[src/rtl/mqrb_pkg.sv]
// -----------------------------------------------------------------------------
// Multi-queue message ring buffer package
// Shared request and response types, operation and status codes, and defaults.
// -----------------------------------------------------------------------------
`default_nettype none

package mqrb_pkg;

	localparam int NUM_QUEUES_DEF  = 8;
	localparam int QUEUE_BYTES_DEF = 1024;
	localparam int MAX_MSG_LEN_DEF = 64;

	localparam int OP_W   = 2;
	localparam int QSEL_W = 3;
	localparam int LEN_W  = 7;
	localparam int BYTE_W = 8;

	// Enqueue byte counter saturates here.
	localparam logic [LEN_W-1:0] OFFSET_SAT = '1;

	typedef enum logic [OP_W-1:0] {
		OP_ENQ      = 2'd0,
		OP_DEQ      = 2'd1,
		OP_ROLLBACK = 2'd2,
		OP_RESET    = 2'd3
	} op_t;

	typedef enum logic [1:0] {
		ST_OK        = 2'd0,
		ST_OVERFLOW  = 2'd1,
		ST_UNDERFLOW = 2'd2
	} status_t;

	typedef enum logic [1:0] {
		CS_IDLE,
		CS_PTR,
		CS_DEQ
	} ctrl_state_t;

	typedef struct packed {
		op_t               op;
		logic [QSEL_W-1:0] queue_sel;
		logic [LEN_W-1:0]  msg_len;
		logic [BYTE_W-1:0] data_in;
		logic              last_in;
	} req_item_t;

	typedef struct packed {
		status_t           status;
		logic [BYTE_W-1:0] data_out;
		logic              data_valid;
		logic              last_out;
	} rsp_item_t;

	// Occupancy of the response queue as seen by the sequencer.
	typedef struct packed {
		logic [1:0] count;
		logic       pop;
	} fifo_stat_t;

endpackage

`default_nettype wire

[src/rtl/mqrb_ctrl.sv]
// -----------------------------------------------------------------------------
// Sequencer
// Reads a queue's pointers, decides the operation, writes bytes and pointers
// back, and streams dequeued bytes into the response queue.
// -----------------------------------------------------------------------------
`default_nettype none

module mqrb_ctrl #(
	parameter int NUM_QUEUES  = mqrb_pkg::NUM_QUEUES_DEF,
	parameter int QUEUE_BYTES = mqrb_pkg::QUEUE_BYTES_DEF,
	parameter int MAX_MSG_LEN = mqrb_pkg::MAX_MSG_LEN_DEF,
	localparam int PW = $clog2(QUEUE_BYTES),
	localparam int QW = (NUM_QUEUES > 1) ? $clog2(NUM_QUEUES) : 1
) (
	input  wire logic                         clk,
	input  wire logic                         arst_n,
	input  wire logic                         req_valid,
	output logic                              req_ready,
	input  wire mqrb_pkg::req_item_t          req,
	input  wire mqrb_pkg::fifo_stat_t         fifo,
	output logic                              push_valid,
	output mqrb_pkg::rsp_item_t               push_item,
	output logic                              ptr_rd_en,
	output logic      [QW-1:0]                ptr_rd_addr,
	input  wire logic [PW-1:0]                ptr_rd_head,
	input  wire logic [PW-1:0]                ptr_rd_tail,
	output logic                              ptr_wr_en,
	output logic      [QW-1:0]                ptr_wr_addr,
	output logic      [PW-1:0]                ptr_wr_head,
	output logic      [PW-1:0]                ptr_wr_tail,
	output logic                              byte_rd_en,
	output logic      [QW+PW-1:0]             byte_rd_addr,
	input  wire logic [mqrb_pkg::BYTE_W-1:0]  byte_rd_data,
	output logic                              byte_wr_en,
	output logic      [QW+PW-1:0]             byte_wr_addr,
	output logic      [mqrb_pkg::BYTE_W-1:0]  byte_wr_data
);

	localparam int LW    = mqrb_pkg::LEN_W;
	localparam int CW    = ((PW > LW) ? PW : LW) + 2;
	localparam logic [CW-1:0] QB_C  = CW'(QUEUE_BYTES);
	localparam logic [CW-1:0] MAX_C = CW'(MAX_MSG_LEN);

	// Values here stay below twice the queue size, so one subtract wraps them.
	function automatic logic [CW-1:0] wrap_once(input logic [CW-1:0] v);
		return (v >= QB_C) ? (v - QB_C) : v;
	endfunction

	mqrb_pkg::ctrl_state_t state_q, state_d;
	mqrb_pkg::req_item_t   item_q;
	logic                  in_range_q;
	logic [LW-1:0]         enq_offset_q, enq_off_d;
	logic                  enq_accepted_q, enq_acc_d;
	logic                  enq_upd;
	logic [LW-1:0]         deq_idx_q;
	logic                  rd_pend_q;
	logic                  rd_last_q;

	logic [QW-1:0] qidx_q;
	logic          req_in_range;
	logic [CW-1:0] h_ext, t_ext, len_ext, off_ext, idx_ext;
	logic [CW-1:0] free_sp, used_sp;
	logic          first, len_zero, acc_now, wr_byte, deq_bad;
	logic [LW-1:0] off_next;
	logic [CW-1:0] off_next_ext, adv, adv_a, back;
	logic [CW-1:0] enq_pos, tail_enq, tail_rb, head_deq, deq_pos;
	logic [LW-1:0] deq_idx_next;
	logic          deq_last;
	logic [2:0]    occ;
	logic          room, issue_ok;
	logic          stat_push;
	mqrb_pkg::status_t stat_code;

	assign qidx_q       = QW'(item_q.queue_sel);
	assign req_in_range = (int'(req.queue_sel) < NUM_QUEUES);

	// Pointer arithmetic on the pointers read for the current request.
	assign h_ext   = CW'(ptr_rd_head);
	assign t_ext   = CW'(ptr_rd_tail);
	assign len_ext = CW'(item_q.msg_len);
	assign off_ext = CW'(enq_offset_q);
	assign idx_ext = CW'(deq_idx_q);
	assign free_sp = wrap_once(h_ext + QB_C - t_ext - CW'(1));
	assign used_sp = wrap_once(t_ext + QB_C - h_ext);

	assign first    = (enq_offset_q == '0);
	assign len_zero = (item_q.msg_len == '0);
	assign acc_now  = first ? ((len_ext <= MAX_C) && (len_ext <= free_sp)) : enq_accepted_q;
	assign wr_byte  = acc_now && (off_ext < len_ext) && (off_ext < free_sp);
	assign enq_pos  = wrap_once(t_ext + off_ext);
	assign off_next = (enq_offset_q != mqrb_pkg::OFFSET_SAT) ? enq_offset_q + LW'(1)
		: enq_offset_q;
	assign off_next_ext = CW'(off_next);
	assign adv_a    = (off_next_ext < len_ext) ? off_next_ext : len_ext;
	assign adv      = (adv_a < free_sp) ? adv_a : free_sp;
	assign tail_enq = wrap_once(t_ext + adv);

	assign deq_bad  = (len_ext > MAX_C) || (len_ext > used_sp);
	assign back     = (len_ext >= QB_C) ? (len_ext - QB_C) : len_ext;
	assign tail_rb  = wrap_once(t_ext + QB_C - back);
	assign head_deq = wrap_once(h_ext + len_ext);
	assign deq_pos  = wrap_once(h_ext + idx_ext);
	assign deq_idx_next = deq_idx_q + LW'(1);
	assign deq_last     = (deq_idx_next == item_q.msg_len);

	// Response queue slots already spoken for, counting a read in flight.
	assign occ      = {1'b0, fifo.count} + {2'b00, rd_pend_q};
	assign room     = (occ < 3'd2);
	assign issue_ok = (occ <= (3'd1 + {2'b00, fifo.pop}));

	assign byte_wr_addr = {qidx_q, enq_pos[PW-1:0]};
	assign byte_wr_data = item_q.data_in;
	assign byte_rd_addr = {qidx_q, deq_pos[PW-1:0]};
	assign ptr_rd_addr  = QW'(req.queue_sel);
	assign ptr_wr_addr  = qidx_q;

	always_ff @(posedge clk or negedge arst_n) begin
		if (!arst_n) begin
			state_q <= mqrb_pkg::CS_IDLE;
		end else begin
			state_q <= state_d;
		end
	end

	always_comb begin
		state_d     = state_q;
		req_ready   = 1'b0;
		ptr_rd_en   = 1'b0;
		ptr_wr_en   = 1'b0;
		ptr_wr_head = ptr_rd_head;
		ptr_wr_tail = ptr_rd_tail;
		byte_rd_en  = 1'b0;
		byte_wr_en  = 1'b0;
		stat_push   = 1'b0;
		stat_code   = mqrb_pkg::ST_OK;
		enq_upd     = 1'b0;
		enq_off_d   = enq_offset_q;
		enq_acc_d   = enq_accepted_q;
		unique case (state_q)
			mqrb_pkg::CS_IDLE: begin
				req_ready = room;
				if (req_valid && room) begin
					ptr_rd_en = req_in_range;
					state_d   = mqrb_pkg::CS_PTR;
				end
			end
			mqrb_pkg::CS_PTR: begin
				state_d = mqrb_pkg::CS_IDLE;
				if (in_range_q) begin
					unique case (item_q.op)
						mqrb_pkg::OP_ENQ: begin
							if (first && len_zero) begin
								stat_push = 1'b1;
							end else begin
								byte_wr_en = wr_byte;
								enq_upd    = 1'b1;
								if (item_q.last_in) begin
									stat_push = 1'b1;
									enq_off_d = '0;
									enq_acc_d = 1'b0;
									if (acc_now) begin
										ptr_wr_en   = 1'b1;
										ptr_wr_tail = tail_enq[PW-1:0];
									end else begin
										stat_code = mqrb_pkg::ST_OVERFLOW;
									end
								end else begin
									enq_off_d = off_next;
									enq_acc_d = acc_now;
								end
							end
						end
						mqrb_pkg::OP_DEQ: begin
							if (len_zero) begin
								stat_push = 1'b1;
							end else if (deq_bad) begin
								ptr_wr_en   = 1'b1;
								ptr_wr_head = '0;
								ptr_wr_tail = '0;
								stat_push   = 1'b1;
								stat_code   = mqrb_pkg::ST_UNDERFLOW;
							end else begin
								state_d = mqrb_pkg::CS_DEQ;
							end
						end
						mqrb_pkg::OP_ROLLBACK: begin
							ptr_wr_en   = 1'b1;
							ptr_wr_tail = tail_rb[PW-1:0];
							stat_push   = 1'b1;
						end
						mqrb_pkg::OP_RESET: begin
							ptr_wr_en   = 1'b1;
							ptr_wr_head = '0;
							ptr_wr_tail = '0;
							stat_push   = 1'b1;
						end
						default: begin
						end
					endcase
				end
			end
			mqrb_pkg::CS_DEQ: begin
				if (issue_ok) begin
					byte_rd_en = 1'b1;
					if (deq_last) begin
						ptr_wr_en   = 1'b1;
						ptr_wr_head = head_deq[PW-1:0];
						state_d     = mqrb_pkg::CS_IDLE;
					end
				end
			end
			default: begin
				state_d = mqrb_pkg::CS_IDLE;
			end
		endcase
	end

	always_ff @(posedge clk or negedge arst_n) begin
		if (!arst_n) begin
			in_range_q     <= 1'b0;
			enq_offset_q   <= '0;
			enq_accepted_q <= 1'b0;
			deq_idx_q      <= '0;
			rd_pend_q      <= 1'b0;
			rd_last_q      <= 1'b0;
		end else begin
			if (req_valid && req_ready) begin
				in_range_q <= req_in_range;
			end
			if (enq_upd) begin
				enq_offset_q   <= enq_off_d;
				enq_accepted_q <= enq_acc_d;
			end
			if (state_q == mqrb_pkg::CS_PTR) begin
				deq_idx_q <= '0;
			end else if (byte_rd_en) begin
				deq_idx_q <= deq_idx_next;
			end
			rd_pend_q <= byte_rd_en;
			if (byte_rd_en) begin
				rd_last_q <= deq_last;
			end
		end
	end

	always_ff @(posedge clk) begin
		if (req_valid && req_ready) begin
			item_q <= req;
		end
	end

	// A byte read lands in the cycle after it is issued and never meets a status push.
	always_comb begin
		push_valid = stat_push || rd_pend_q;
		if (rd_pend_q) begin
			push_item = '{status: mqrb_pkg::ST_OK, data_out: byte_rd_data,
				data_valid: 1'b1, last_out: rd_last_q};
		end else begin
			push_item = '{status: stat_code, data_out: '0,
				data_valid: 1'b0, last_out: 1'b1};
		end
	end

endmodule

`default_nettype wire
[config.mk]
export PLATFORM = sky130hd
export DESIGN_NAME = mqrb_ctrl
export DESIGN_NICKNAME = d
export VERILOG_FILES = /design/src/rtl/mqrb_pkg.sv /design/src/rtl/mqrb_ctrl.sv
export SDC_FILE = /design/constraint.sdc
export NUM_CORES = 1
export LEC_CHECK = 0
export BUFFER_PORTS_ARGS = -buffer_cell sky130_fd_sc_hd__buf_2
export CAP_MARGIN = 20
export CORE_UTILIZATION = 55
export DETAILED_ROUTE_END_ITERATION = 12
export PLACE_DENSITY_LB_ADDON = 0.1
export SLEW_MARGIN = 30
export SYNTH_ARGS = -nofsm -noshare
export SYNTH_HDL_FRONTEND = slang
export SYNTH_SLANG_ARGS = --single-unit
[constraint.sdc]
create_clock -name clk -period 15.5 [get_ports clk]
set_input_delay 1.55 -clock clk [delete_from_list [all_inputs] [get_ports clk]]
set_output_delay 1.55 -clock clk [all_outputs]
set_load 0.02 [all_outputs]
# == Word-level counts from Yosys, hierarchy flattened ==
# Index checks and enable logic that the tools add are counted.
# totals
inputBits,55
output_inout_bits,78
word_cells,156
ff_bits,41
# op_classes
reduce_logical,16
n_addsub,22
n_mux,77
n_lt_le_gt_ge,18
eq_ne,10
n_bitwise,1
# op_table
operator,count
$mux W10,17
$mux W12,5
$sub A10 B1 Y10 const B,5
$ge A12 B11 Y1 const B,4
$pmux W10 S2,2
$pmux W10 S4,1
$mux W7,5
$add A10 B7 Y11,3
$ge A11 B11 Y1 const B,3
$mux W1,31
$add A10 B11 Y12 const B,2
$lt A7 B12 Y1,2
$sub A12 B10 Y12,2
$sub A12 B11 Y12 const B,2
$mux W2,11
$add A7 B1 Y7 const B,2
$logic_not A7 Y1,2
$lt A7 B7 Y1,2
$add A10 B12 Y12,1
$gt A7 B12 Y1,1
$le A7 B12 Y1,1
$sub A12 B1 Y12 const B,1
$sub A12 B12 Y12,1
$sub A7 B11 Y12 const B,1
24 further kinds,37

# == Depth between registers and ports, before layout ==
# Gate-level depths: netlist (run 1).
# depth
word_depth,16
depth_mapped,29
ltp_nobuf,28

# == Worst setup path after synthesis (run 1) ==
# Ideal clock, no wire load.
# synth_timing
kind,in2out
startpoint,input ptr_rd_tail[0]
endpoint,output ptr_wr_tail[9]
t_required_ns,13.950
path_stages,24
n_path_buf,1
arrival_ns,6.039
path_slack_ns,7.911
path_cell_list,inv_1 -> ha_1 -> inv_1 -> fa_1 -> nor2b_1 -> o21ai_1 -> nand2_1 -> nor2_1 -> xor2_1 -> ha_1 -> nand3_1 -> or4_1 -> o21bai_1 -> buf_4 -> mux2_4 -> ha_1 -> nand3_1 -> o211ai_1 -> o21ai_0 -> nand2b_1 -> a21oi_1 -> o21a_1 -> or4_1 -> a32oi_1
# synth_via
elab_chain_len,15
elab_cells_between_ends,33
classes_between,add/sub (10); order compare (7); mux (14); reduce/logical (2)
# synth_rtl
element,line,text
"start, declared",mqrb_ctrl.sv:26,"input wire logic [PW-1:0] ptr_rd_tail,"
$sub A12 B10 Y12,mqrb_ctrl.sv:83,assign free_sp = wrap_once(h_ext + QB_C - t_ext - CW'(1));
$sub A12 B1 Y12,mqrb_ctrl.sv:83,
$sub A12 B11 Y12 or $ge A12 B11 Y1 (tied branches),mqrb_ctrl.sv:46,return (v >= QB_C) ? (v - QB_C) : v;
$mux W12,mqrb_ctrl.sv:46,
$lt A7 B12 Y1,mqrb_ctrl.sv:95,assign adv = (adv_a < free_sp) ? adv_a : free_sp;
$mux W12,mqrb_ctrl.sv:95,
$add A10 B12 Y12,mqrb_ctrl.sv:96,assign tail_enq = wrap_once(t_ext + adv);
$sub A10 B1 Y10 or $ge A12 B11 Y1 (tied branches),mqrb_ctrl.sv:46,
$mux W10,mqrb_ctrl.sv:46,
$mux W10,mqrb_ctrl.sv:161,if (acc_now) begin
$mux W10,mqrb_ctrl.sv:157,if (item_q.last_in) begin
$mux W10,mqrb_ctrl.sv:152,if (first && len_zero) begin
$pmux W10 S4 *,mqrb_ctrl.sv:150,unique case (item_q.op)
$mux W10 *,mqrb_ctrl.sv:149,if (in_range_q) begin
$mux W10 *,mqrb_ctrl.sv:139,unique case (state_q)
"end, declared",mqrb_ctrl.sv:30,"output logic [PW-1:0] ptr_wr_tail,"
# Every way passes the cells marked *; elsewhere a longest branch is shown, timed or not.

# == Final worst setup path (run 1) ==
# layout_timing
startpoint,register enq_offset_q[0]
endpoint,output ptr_wr_tail[4]
# layout_via
elab_chain_len,15
elab_cells_between_ends,20
classes_between,add/sub (3); order compare (3); eq/ne (1); mux (11); reduce/logical (2)
# layout_rtl
element,line,text
"start, declared",mqrb_ctrl.sv:52,"logic [LW-1:0] enq_offset_q, enq_off_d;"
"start signal, assigned",mqrb_ctrl.sv:231,enq_offset_q <= enq_off_d;
$add A7 B1 Y7 or $ne A7 B7 Y1 (tied branches),mqrb_ctrl.sv:91,assign off_next = (enq_offset_q != mqrb_pkg::OFFSET_SAT) ? enq_offset_q + LW'(1)
$mux W7,mqrb_ctrl.sv:91,
$lt A7 B7 Y1,mqrb_ctrl.sv:94,assign adv_a = (off_next_ext < len_ext) ? off_next_ext : len_ext;
$mux W7,mqrb_ctrl.sv:94,
$lt A7 B12 Y1,mqrb_ctrl.sv:95,
$mux W12,mqrb_ctrl.sv:95,
$add A10 B12 Y12,mqrb_ctrl.sv:96,
$sub A10 B1 Y10 or $ge A12 B11 Y1 (tied branches),mqrb_ctrl.sv:46,
$mux W10,mqrb_ctrl.sv:46,
$mux W10,mqrb_ctrl.sv:161,
$mux W10,mqrb_ctrl.sv:157,
$mux W10 *,mqrb_ctrl.sv:152,
$pmux W10 S4 *,mqrb_ctrl.sv:150,
$mux W10 *,mqrb_ctrl.sv:149,
$mux W10 *,mqrb_ctrl.sv:139,
# Marked as above.

==> results of run 1 <==
## report_power, final
| group | internal [mW] | total, mW | switching (mW) |
|---|---|---|---|
| registers | 0.129 | 0.149 | 0.0202 |
| clock network | 0.0640 | 0.105 | 0.0407 |
| logic | 0.159 | 0.435 | 0.276 |
## flip-flops by register name (all words and copies together), names as in the netlist
signal	flops
state_q	2
in_range_q	1
enq_accepted_q	1
deq_idx_q	7
rd_last_q	1
rd_pend_q	1
item_q	10
ptr_wr_addr	3
enq_offset_q	7
byte_wr_data	8
## layer usage
metal  track usage (%)  routed length [µm]
met1              44.6                8760
met2              52.9                8820
met3              2.94                1330
met4              8.08                 274
met5                 0                   0
## metrics by stage
stage	std cells	hold slack [ps]	power [mW]
3_5_place_dp	1029	471	0.579
2_1_floorplan	793	441	0.455
5_1_grt	1037	510	0.741
6_report	1037	488	0.689
3_3_place_gp	1029	460	0.571
4_1_cts	1037	487	0.687
## cell usage after synthesis, types with 3 or more instances
master / number / area, µm²
ha_1: 102 / 1280
inv_1: 68 / 255
nor2_1: 53 / 199
nand2_1: 52 / 195
o21ai_0: 49 / 245
a21oi_1: 45 / 225
xnor2_1: 31 / 272
nand3_1: 25 / 125
xor2_1: 24 / 210
buf_4: 22 / 165
edfxtp_1: 21 / 631
a21o_1: 20 / 150
dfrtp_1: 20 / 500
nor2b_1: 18 / 113
and2_1: 16 / 100
nor3_1: 16 / 80.1
mux2i_1: 15 / 150
nand2b_1: 15 / 93.8
a211oi_1: 11 / 82.6
o21ai_1: 10 / 50.1
o22ai_1: 10 / 62.6
clkbuf_1: 9 / 33.8
o21a_1: 9 / 67.6
o21bai_1: 9 / 67.6
and3_1: 8 / 50.1
buf_2: 8 / 40.0
o211ai_1: 8 / 60.1
fa_1: 7 / 140
o31ai_1: 7 / 52.6
a21boi_0: 5 / 37.5
nand4_1: 5 / 31.3
or2_2: 5 / 31.3
a31oi_1: 4 / 25.0
a32oi_1: 4 / 35.0
or3_1: 4 / 25.0
a22oi_1: 3 / 22.5
and4_1: 3 / 26.3
or4_1: 3 / 22.5
## critical path: cells and delay by family, from the launching register on
family                   cells  cell delay, ps
AND/OR/NAND/NOR              9            1770
multiplexers                 2             630
buffers and inverters        3             330
flip-flops                   1             470
AO/OA/AOI/OAI                7            2080
XOR/XNOR                     1             180
adder cells (fa/ha/maj)      5            1490
## layout by cell type, fill, tap and decap left out, types with 11 or more instances in the layout
| master | Yosys | routed |
|---|---|---|
| dfrtp_1 | 20 | 20 |
| nand3_1 | 25 | 25 |
| a21oi_1 | 45 | 45 |
| a211oi_1 | 11 | 11 |
| nand2_1 | 52 | 52 |
| nor2_1 | 53 | 53 |
| o21ai_0 | 49 | 49 |
| nor3_1 | 16 | 16 |
| a21o_1 | 20 | 20 |
| xnor2_1 | 31 | 31 |
| nand2b_1 | 15 | 15 |
| xor2_1 | 24 | 24 |
| ha_1 | 102 | 102 |
| mux2i_1 | 15 | 15 |
| nor2b_1 | 18 | 18 |
| edfxtp_1 | 21 | 21 |
| and2_1 | 16 | 16 |
| inv_1 | 68 | 68 |
| buf_2 | 8 | 132 |
## worst min-delay path by stage
stage / from / end / slack [ps] / cells past startpoint
floorplan: rd_last_q$_DFFE_PN0P_ / rd_last_q$_DFFE_PN0P_ / 440 / 1
global placement: rd_last_q$_DFFE_PN0P_ / rd_last_q$_DFFE_PN0P_ / 460 / 1
detailed placement: rd_last_q$_DFFE_PN0P_ / rd_last_q$_DFFE_PN0P_ / 470 / 1
CTS: rd_last_q$_DFFE_PN0P_ / rd_last_q$_DFFE_PN0P_ / 490 / 1
global route: rd_last_q$_DFFE_PN0P_ / rd_last_q$_DFFE_PN0P_ / 510 / 1
finish: rd_last_q$_DFFE_PN0P_ / rd_last_q$_DFFE_PN0P_ / 490 / 1
## cell type report
cell class | count | area [µm²]
inverters | 69 | 259
repair buffers | 132 | 661
flip-flops and latches | 41 | 1130
clock buffers | 6 | 139
well taps | 143 | 179
multi-input cells | 644 | 4830
clock inverters | 2 | 13.8
fillers | 1044 | 4210
## cell families (layout without fill, tap and decap cells)
family                   count (synthesis)  in the layout  share of synthesized area, %
flip-flops                              41             41                          17.5
other                                    1              2                        0.0581
adder cells (fa/ha/maj)                109            109                          22.0
AND/OR/NAND/NOR                        239            239                          19.3
multiplexers                            19             19                          3.26
buffers and inverters                  108            209                          7.72
AO/OA/AOI/OAI                          220            220                          22.8
XOR/XNOR                                55             55                          7.47
==> metrics.txt, run 1 <==
status finished, final reports clean; Final Cell Area 7210 µm²; RSZ-0062 raised after global routing no; PD cells about 96 nW/µm²; clk_skew approximately 6.2 ps; Initial DRC Count ~450; number of synthesized flops with an enable pin 21; area grow syn2layout 11.7%; post-cts sizing count 0; CTS max path bufs 2; via count around 6.3k; DP Worst Slack between 6000 and 7000 ps; DP HPWL roughly 16000 µm; TritonRoute pass-1 iters 5; end point of the critical path ptr_wr_tail[4]; Hold Vio Cnt, Final 0; Boundary Pins 133; R2R Path End state_q[1]$_DFFE_PN0P_; TritonCTS sink count slightly above 40; Post-Synthesis Cells roughly 800; library cells used by synthesis between 70 and 80; Final Max Tran Viols 0; max-cap violations 0; clock root cell clkbuf_16; Async SR Flop Fraction between 40% and 50%; syn_area_per_cell 8.15 µm²; DRC Markers 0; fmax between 100 and 150 MHz; CTS tree done; Final Util between 60% and 70%; largest net degree at the start of global routing 25; Setup violations, final 0; die width 110 µm; hold_buf cts 0; Slew @ Worst Pin between 900 and 1000 ps; r2r worst-path depth 11; antenna violations before repair 0; Max-Slew Margin vs Limit 36.5%; VDD IR-drop max between 100 and 150 µV; Worst path max stage delay ~750 ps; vias per cell approximately 6.0; Die Footprint between 10000 and 15000 µm²; Worst Setup Start Kind flop; #FFs+latches synth about 40; Port-buffer cells between 100 and 150; crit path max fanout 9; ys flop type edfxtp_1; critical path capture point type output pin; CTS buffer count 5; # rows 39; # Post-CTS Setup Buffers 0; most frequent CP cell ha_1; Worst R2R Start rd_pend_q$_DFF_PN0_; Slowest-stage cell, CP o21bai_1; PnR worst setup slack 6670 ps; htree depth 2; Die Ht 110 µm; # diodes 0; CP arrival 7280 ps; static leakage 3.56 nW; mapped cell area around 6500 µm²; core area between 10000 and 15000 µm²; critical path startpoint enq_offset_q[0]$_DFFE_PN0P_; clock period minus worst slack slightly below 9000 ps; vias in the first global route between 5k and 6k; placed cell area around 7100 µm²; routability cong. ~0.96; WP data required 13950 ps; final WL about 19000 µm; Clock Latency Late Sink 280 ps; layout cells sized above 1 roughly a fifth; effective utilization at floorplan 56.5%; total track usage 31.9%; YS warnings 0; Final TNS setup 0 ps; clk slew on worst S/H paths around 60 ps; Setup Crit Path Kind flop to output pin; WL/cell roughly 18 µm; HP Class flop to flop; R2R Setup Slk about 12000 ps; Routed Antenna Nets 0; Final period util between 50% and 60%; Layout Nets about 1.1k; Overflow after GRT 0; sequential area share after synthesis ~18%; first-pass GRT wire length between 20000 and 30000 µm
Note: power is estimated with default switching activity, not from simulation.
==> inputs of run 2 (changes only) <==
Clock period 15.5 ns to 9.03 ns, I/O delays scaled along.
==> metrics.txt, run 2 (same netlist as run 1, synthesis figures left out) <==
most frequent cells in the layout buf_2 (132), ha_1 (102), inv_1 (68) (unchanged); CP arrival 7300 ps (was 7280 ps); PnR worst setup slack 823 ps (was 6670 ps); VDD IR-drop max 167 µV (was 126 µV); Slew @ Worst Pin 939 ps (was 950 ps); Final period util 90.9%; DP HPWL 15900 µm (was 15600 µm); TritonRoute pass-1 iters 5 (unchanged); Clock power frac 16.5% (was 15.2%); max-cap violations 0 (unchanged); Setup Crit Path Kind flop to output pin (unchanged); HP Class flop to flop (unchanged); CTS buffer count 5 (unchanged); vias per cell 6.07 (was 6.05); # Post-CTS Setup Buffers 0 (unchanged); Initial DRC Count 432 (was 452); Die Footprint 12200 µm² (unchanged); DRC Markers 0 (unchanged); critical path startpoint enq_offset_q[0]$_DFFE_PN0P_ (unchanged); Max-Slew Margin vs Limit 37.2% (was 36.5%); layout cells sized above 1 18.5% (was 18.7%); Sw Ratio 48.3% (was 48.9%); Clock Latency Late Sink 280 ps (about the same); Worst path max stage delay 750 ps (about the same); Largest register FFs 10 (unchanged); crit path max fanout 9 (unchanged); most frequent CP cell ha_1 (unchanged); final WL 19300 µm (was 19200 µm); via count 6298 (was 6269); PD cells 167 nW/µm² (was 95.5 nW/µm²); FILL cells 1018 (was 1044); static leakage 3.56 nW (about the same); WP data required 8130 ps (was 13950 ps); clk_skew 4.31 ps (was 6.20 ps); critical path capture point type output pin (unchanged); WL/cell 18.6 µm (was 18.5 µm); DP Worst Slack 1210 ps (was 6890 ps); fmax ~120 MHz; sequential share of power 21.0% (was 21.6%); vias in the first global route 5777 (was 5716); largest net degree at the start of global routing 25 (unchanged); Final TNS setup 0 ps (unchanged); clock root cell clkbuf_16 (unchanged); Cell Int Power 0.623 mW (was 0.352 mW); first-pass GRT wire length 29200 µm (was 29400 µm); effective utilization at floorplan 56.5% (unchanged); core area 11400 µm² (unchanged); die width 110 µm (unchanged); routability cong. 0.949 (was 0.958); R2R Path End state_q[1]$_DFFE_PN0P_ (unchanged); Layout Nets 1057 (unchanged); R2R Setup Slk 5660 ps (was 12140 ps); Overflow after GRT 0 (unchanged); Worst Setup Start Kind flop (unchanged); Routed Antenna Nets 0 (unchanged); CTS max path bufs 2 (unchanged); # diodes 0 (unchanged); Slowest-stage cell, CP o21bai_1 (unchanged); # rows 39 (unchanged); end point of the critical path ptr_wr_tail[4] (unchanged); total track usage 31.8% (was 31.9%); CTS tree done (unchanged); clk slew on worst S/H paths 60 ps (about the same); RSZ-0062 raised after global routing no (unchanged); Sw Pwr 0.583 mW (was 0.337 mW); htree depth 2 (unchanged); Setup violations, final 0 (unchanged); Hold Vio Cnt, Final 0 (unchanged); Worst R2R Start rd_pend_q$_DFF_PN0_ (unchanged); status finished, final reports clean (unchanged); most flop-heavy register item_q (unchanged); Boundary Pins 133 (unchanged); Final Max Tran Viols 0 (unchanged); TritonCTS sink count 41 (unchanged); combinational share of power 62.5% (was 63.2%); Die Ht 110 µm (unchanged); clock period minus worst slack 8210 ps; Final Util 63.2% (was 63.1%); Placed Cells 1029 (unchanged); Port-buffer cells 132 (unchanged); r2r worst-path depth 11 (unchanged); hold_buf cts 0 (unchanged); fin cells 1037 (unchanged); post-cts sizing count 0 (unchanged); area grow syn2layout 11.9% (was 11.7%); commonest non-fill, non-tap cell in the layout buf_2 (unchanged); antenna violations before repair 0 (unchanged)
==> run 2: worst min path at each step <==
stage          cells past startpoint  slack (ps)                  start                    end
2_1_floorplan                      1         440  rd_last_q$_DFFE_PN0P_  rd_last_q$_DFFE_PN0P_
3_3_place_gp                       1         460  rd_last_q$_DFFE_PN0P_  rd_last_q$_DFFE_PN0P_
3_5_place_dp                       1         470  rd_last_q$_DFFE_PN0P_  rd_last_q$_DFFE_PN0P_
4_1_cts                            1         480  rd_last_q$_DFFE_PN0P_  rd_last_q$_DFFE_PN0P_
5_1_grt                            1         500  rd_last_q$_DFFE_PN0P_  rd_last_q$_DFFE_PN0P_
6_report                           1         480  rd_last_q$_DFFE_PN0P_  rd_last_q$_DFFE_PN0P_
==> run 2: per-layer routing <==
layer,wire length [µm],part of all wire (%),track usage (%)
met1,8540,44,42.4
met2,8610,45,52.3
met3,1690,8.7,5.06
met4,477,2.5,10.9
met5,0,0,0
==> run 2: through the flow <==
stage                     power (mW)  cell area, µm²  hold WS (ps)
after floorplan                0.782            6450           441
final                           1.21            7220           482
after global placement         0.983            7060           459
after CTS                       1.20            7220           483
after detailed placement       0.997            7060           467
after global routing            1.30            7220           497
==> run 2: area by class of cell <==
| class | instances | area (µm²) | area share [%] |
|---|---|---|---|
| clock buffers | 6 | 129 | 1.79 |
| inverters | 69 | 259 | 3.59 |
| clock inverters | 2 | 33.8 | 0.468 |
| well taps | 143 | 179 | 2.48 |
| flip-flops and latches | 41 | 1130 | 15.7 |
| multi-input cells | 644 | 4830 | 66.9 |
| repair buffers | 132 | 661 | 9.15 |
==> run 2: power by group through the flow <==
stage	logic, mW	clock network, mW	registers [mW]
detailed placement	0.740	0	0.257
global route	0.830	0.209	0.256
global placement	0.727	0	0.256
finish	0.754	0.199	0.254
floorplan	0.540	0	0.242
CTS	0.744	0.203	0.253
==> run 2: critical path, delay by kind of cell (launching register included) <==
kind | cells | cell delay (ps)
buffers and inverters | 3 | 340
flip-flops | 1 | 450
AND/OR/NAND/NOR | 8 | 1650
adder cells (fa/ha/maj) | 5 | 1460
AO/OA/AOI/OAI | 9 | 2320
XOR/XNOR | 1 | 190
multiplexers | 2 | 600
==> inputs of run 3 (changes only) <==
Settings changed: CELL_PAD_IN_SITES_DETAIL_PLACEMENT set to 1, CELL_PAD_IN_SITES_GLOBAL_PLACEMENT set to 2, CORE_ASPECT_RATIO set to 0.6, CORE_UTILIZATION 55 to 33.
==> metrics.txt, run 3 (same netlist as run 1, synthesis figures left out) <==
Final TNS setup 0 ps (unchanged); HP Class flop to flop (unchanged); FILL cells 2333 (was 1018); first-pass GRT wire length 37700 µm (was 29200 µm); area grow syn2layout 14.3% (was 11.9%); PD cells 167 nW/µm² (about the same); max-cap violations 0 (unchanged); clock root cell clkbuf_16 (unchanged); fin cells 1162 (was 1037); die width 183 µm (was 110 µm); Slew @ Worst Pin 935 ps (was 939 ps); effective utilization at floorplan 33.8% (was 56.5%); WHS 488 ps (was 482 ps); CTS buffer count 5 (unchanged); layout cells sized above 1 19.1% (was 18.5%); WL/cell 21.4 µm (was 18.6 µm); CP arrival 7250 ps (was 7300 ps); CTS tree done (unchanged); Clock Latency Late Sink 290 ps (was 280 ps); Boundary Pins 133 (unchanged); vias per cell 5.44 (was 6.07); hold_buf cts 0 (unchanged); Worst Setup Start Kind flop (unchanged); Overflow after GRT 0 (unchanged); final WL 24900 µm (was 19300 µm); antenna violations before repair 0 (unchanged); core area 19100 µm² (was 11400 µm²); commonest non-fill, non-tap cell in the layout buf_2 (unchanged); Buf/Inv on CP 3 (unchanged); largest net degree at the start of global routing 25 (unchanged); fmax 123 MHz (was 122 MHz); total track usage 25.0% (was 31.8%); clk slew on worst S/H paths 60 ps (about the same); Placed Cells 1154 (was 1029); Top delay family on crit path compound AO/OA/AOI/OAI gates (unchanged); Final Cell Area 7380 µm² (was 7220 µm²); Max-Slew Margin vs Limit 37.7% (was 37.2%); clk_skew 5.04 ps (was 4.31 ps); DP HPWL 20800 µm (was 15900 µm); RSZ-0062 raised after global routing no (unchanged); TritonCTS sink count 41 (unchanged); register area 1130 µm² (unchanged); Die Ht 110 µm (unchanged); TritonRoute pass-1 iters 7 (was 5); vias in the first global route 6254 (was 5777); most flop-heavy register item_q (unchanged); Hold Vio Cnt, Final 0 (unchanged); VDD IR-drop max 104 µV (was 167 µV); Largest register FFs 10 (unchanged); Final period util 90.2% (was 90.9%); Layout Nets 1059 (was 1057); clock period minus worst slack 8150 ps (was 8210 ps); htree depth 2 (unchanged); # diodes 0 (unchanged); Initial DRC Count 373 (was 432); most frequent CP cell ha_1 (unchanged); Die Footprint 20100 µm² (was 12200 µm²); placed cell area 7220 µm² (was 7060 µm²); Setup Crit Path Kind flop to output pin (unchanged); DRC Markers 0 (unchanged); status finished, final reports clean (unchanged); CTS max path bufs 2 (unchanged); Slowest-stage cell, CP dfrtp_1 (was o21bai_1); crit path max fanout 9 (unchanged); routability cong. 0.919 (was 0.949); Worst path max stage delay 480 ps (was 750 ps); WP data required 8130 ps (about the same); Routed Antenna Nets 0 (unchanged); Final Max Tran Viols 0 (unchanged); most frequent cells in the layout buf_2 (132), ha_1 (102), inv_1 (68) (unchanged); Port-buffer cells 132 (unchanged); Setup violations, final 0 (unchanged); via count 6319 (was 6298); footprint of the multi-input gates 4830 µm² (about the same); static leakage 3.56 nW (about the same); # rows 39 (unchanged); critical path capture point type output pin (unchanged)
-- run 3: changes by cell type in the layout (fill, tap and decap cells not counted) --
cell / previous run / this run
clkinv_1: 1 / 0
o21bai_1: 9 / 8
inv_6: 0 / 1
and3_1: 8 / 7
bufinv_16: 1 / 0
clkbuf_1: 1 / 0
o21bai_2: 0 / 1
and3_2: 0 / 1
clkinv_2: 0 / 1
clkinvlp_4: 0 / 1
buf_4: 0 / 2
-- run 3: area by class of cell --
type | count | share of cell area [%]
Tap cell | 266 | 4.51
Inverter | 69 | 3.51
Sequential cell | 41 | 15.3
Timing Repair Buffer | 134 | 9.16
Clock inverter | 3 | 0.288
Multi-Input combinational cell | 644 | 65.5
Clock buffer | 5 | 1.70
-- run 3: power breakdown --
group | internal, mW | switching [mW] | total, mW
clock | 0.103 | 0.0791 | 0.182
sequential | 0.220 | 0.0358 | 0.256
combinational | 0.279 | 0.516 | 0.795
-- run 3: repair_timing --
| item | in CTS | in global routing |
|---|---|---|
| buffers inserted | 0 | 0 |
| setup endpoints to repair | 0 | 1 |
| resized for setup | 0 | 1 |
-- run 3: metal layers --
| metal | part of all wire (%) | vias to the layer above | wire [µm] | track usage [%] |
|---|---|---|---|---|
| li1 | - | 3046 | - | - |
| met3 | 6.1 | 11 | 1520 | 4.11 |
| met5 | 0 | - | 0 | 0 |
| met4 | 0.63 | 0 | 156 | 3.90 |
| met2 | 37 | 190 | 9300 | 33.6 |
| met1 | 56 | 3072 | 13900 | 40.6 |
-- run 3: path summary, 6_finish.rpt --
check | start | to | slack [ps] | depth (start not counted)
max in group asynchronous | arst_n | deq_idx_q[2]$_DFFE_PN0P_ | 8080 | 1
worst max register to register | rd_pend_q$_DFF_PN0_ | rd_last_q$_DFFE_PN0P_ | 5570 | 9
worst min register to register | rd_last_q$_DFFE_PN0P_ | rd_last_q$_DFFE_PN0P_ | 490 | 1
min in group asynchronous | arst_n | enq_offset_q[6]$_DFFE_PN0P_ | 580 | 1
worst max-delay path | enq_offset_q[1]$_DFFE_PN0P_ | ptr_wr_tail[4] | 880 | 28
worst min-delay path | rd_last_q$_DFFE_PN0P_ | rd_last_q$_DFFE_PN0P_ | 490 | 1
-- run 3: metrics by stage --
step / power, mW / util [%] / worst slack (ps)
global placement: 1.03 / 37.9 / 1200
global route: 1.33 / 38.7 / 302
detailed placement: 1.04 / 37.9 / 1010
finish: 1.23 / 38.7 / 881
floorplan: 0.782 / - / 2250
CTS: 1.23 / 38.6 / 669
-- run 3: worst register-to-register path: cells and delay by family, from the launching register on --
kind	cells	cell delay, ps
and+or+nand+nor	3	1040
AOI/OAI and AO/OA	3	940
adders and majority gates	2	720
DFF	1	620
buffers and inverters	1	70
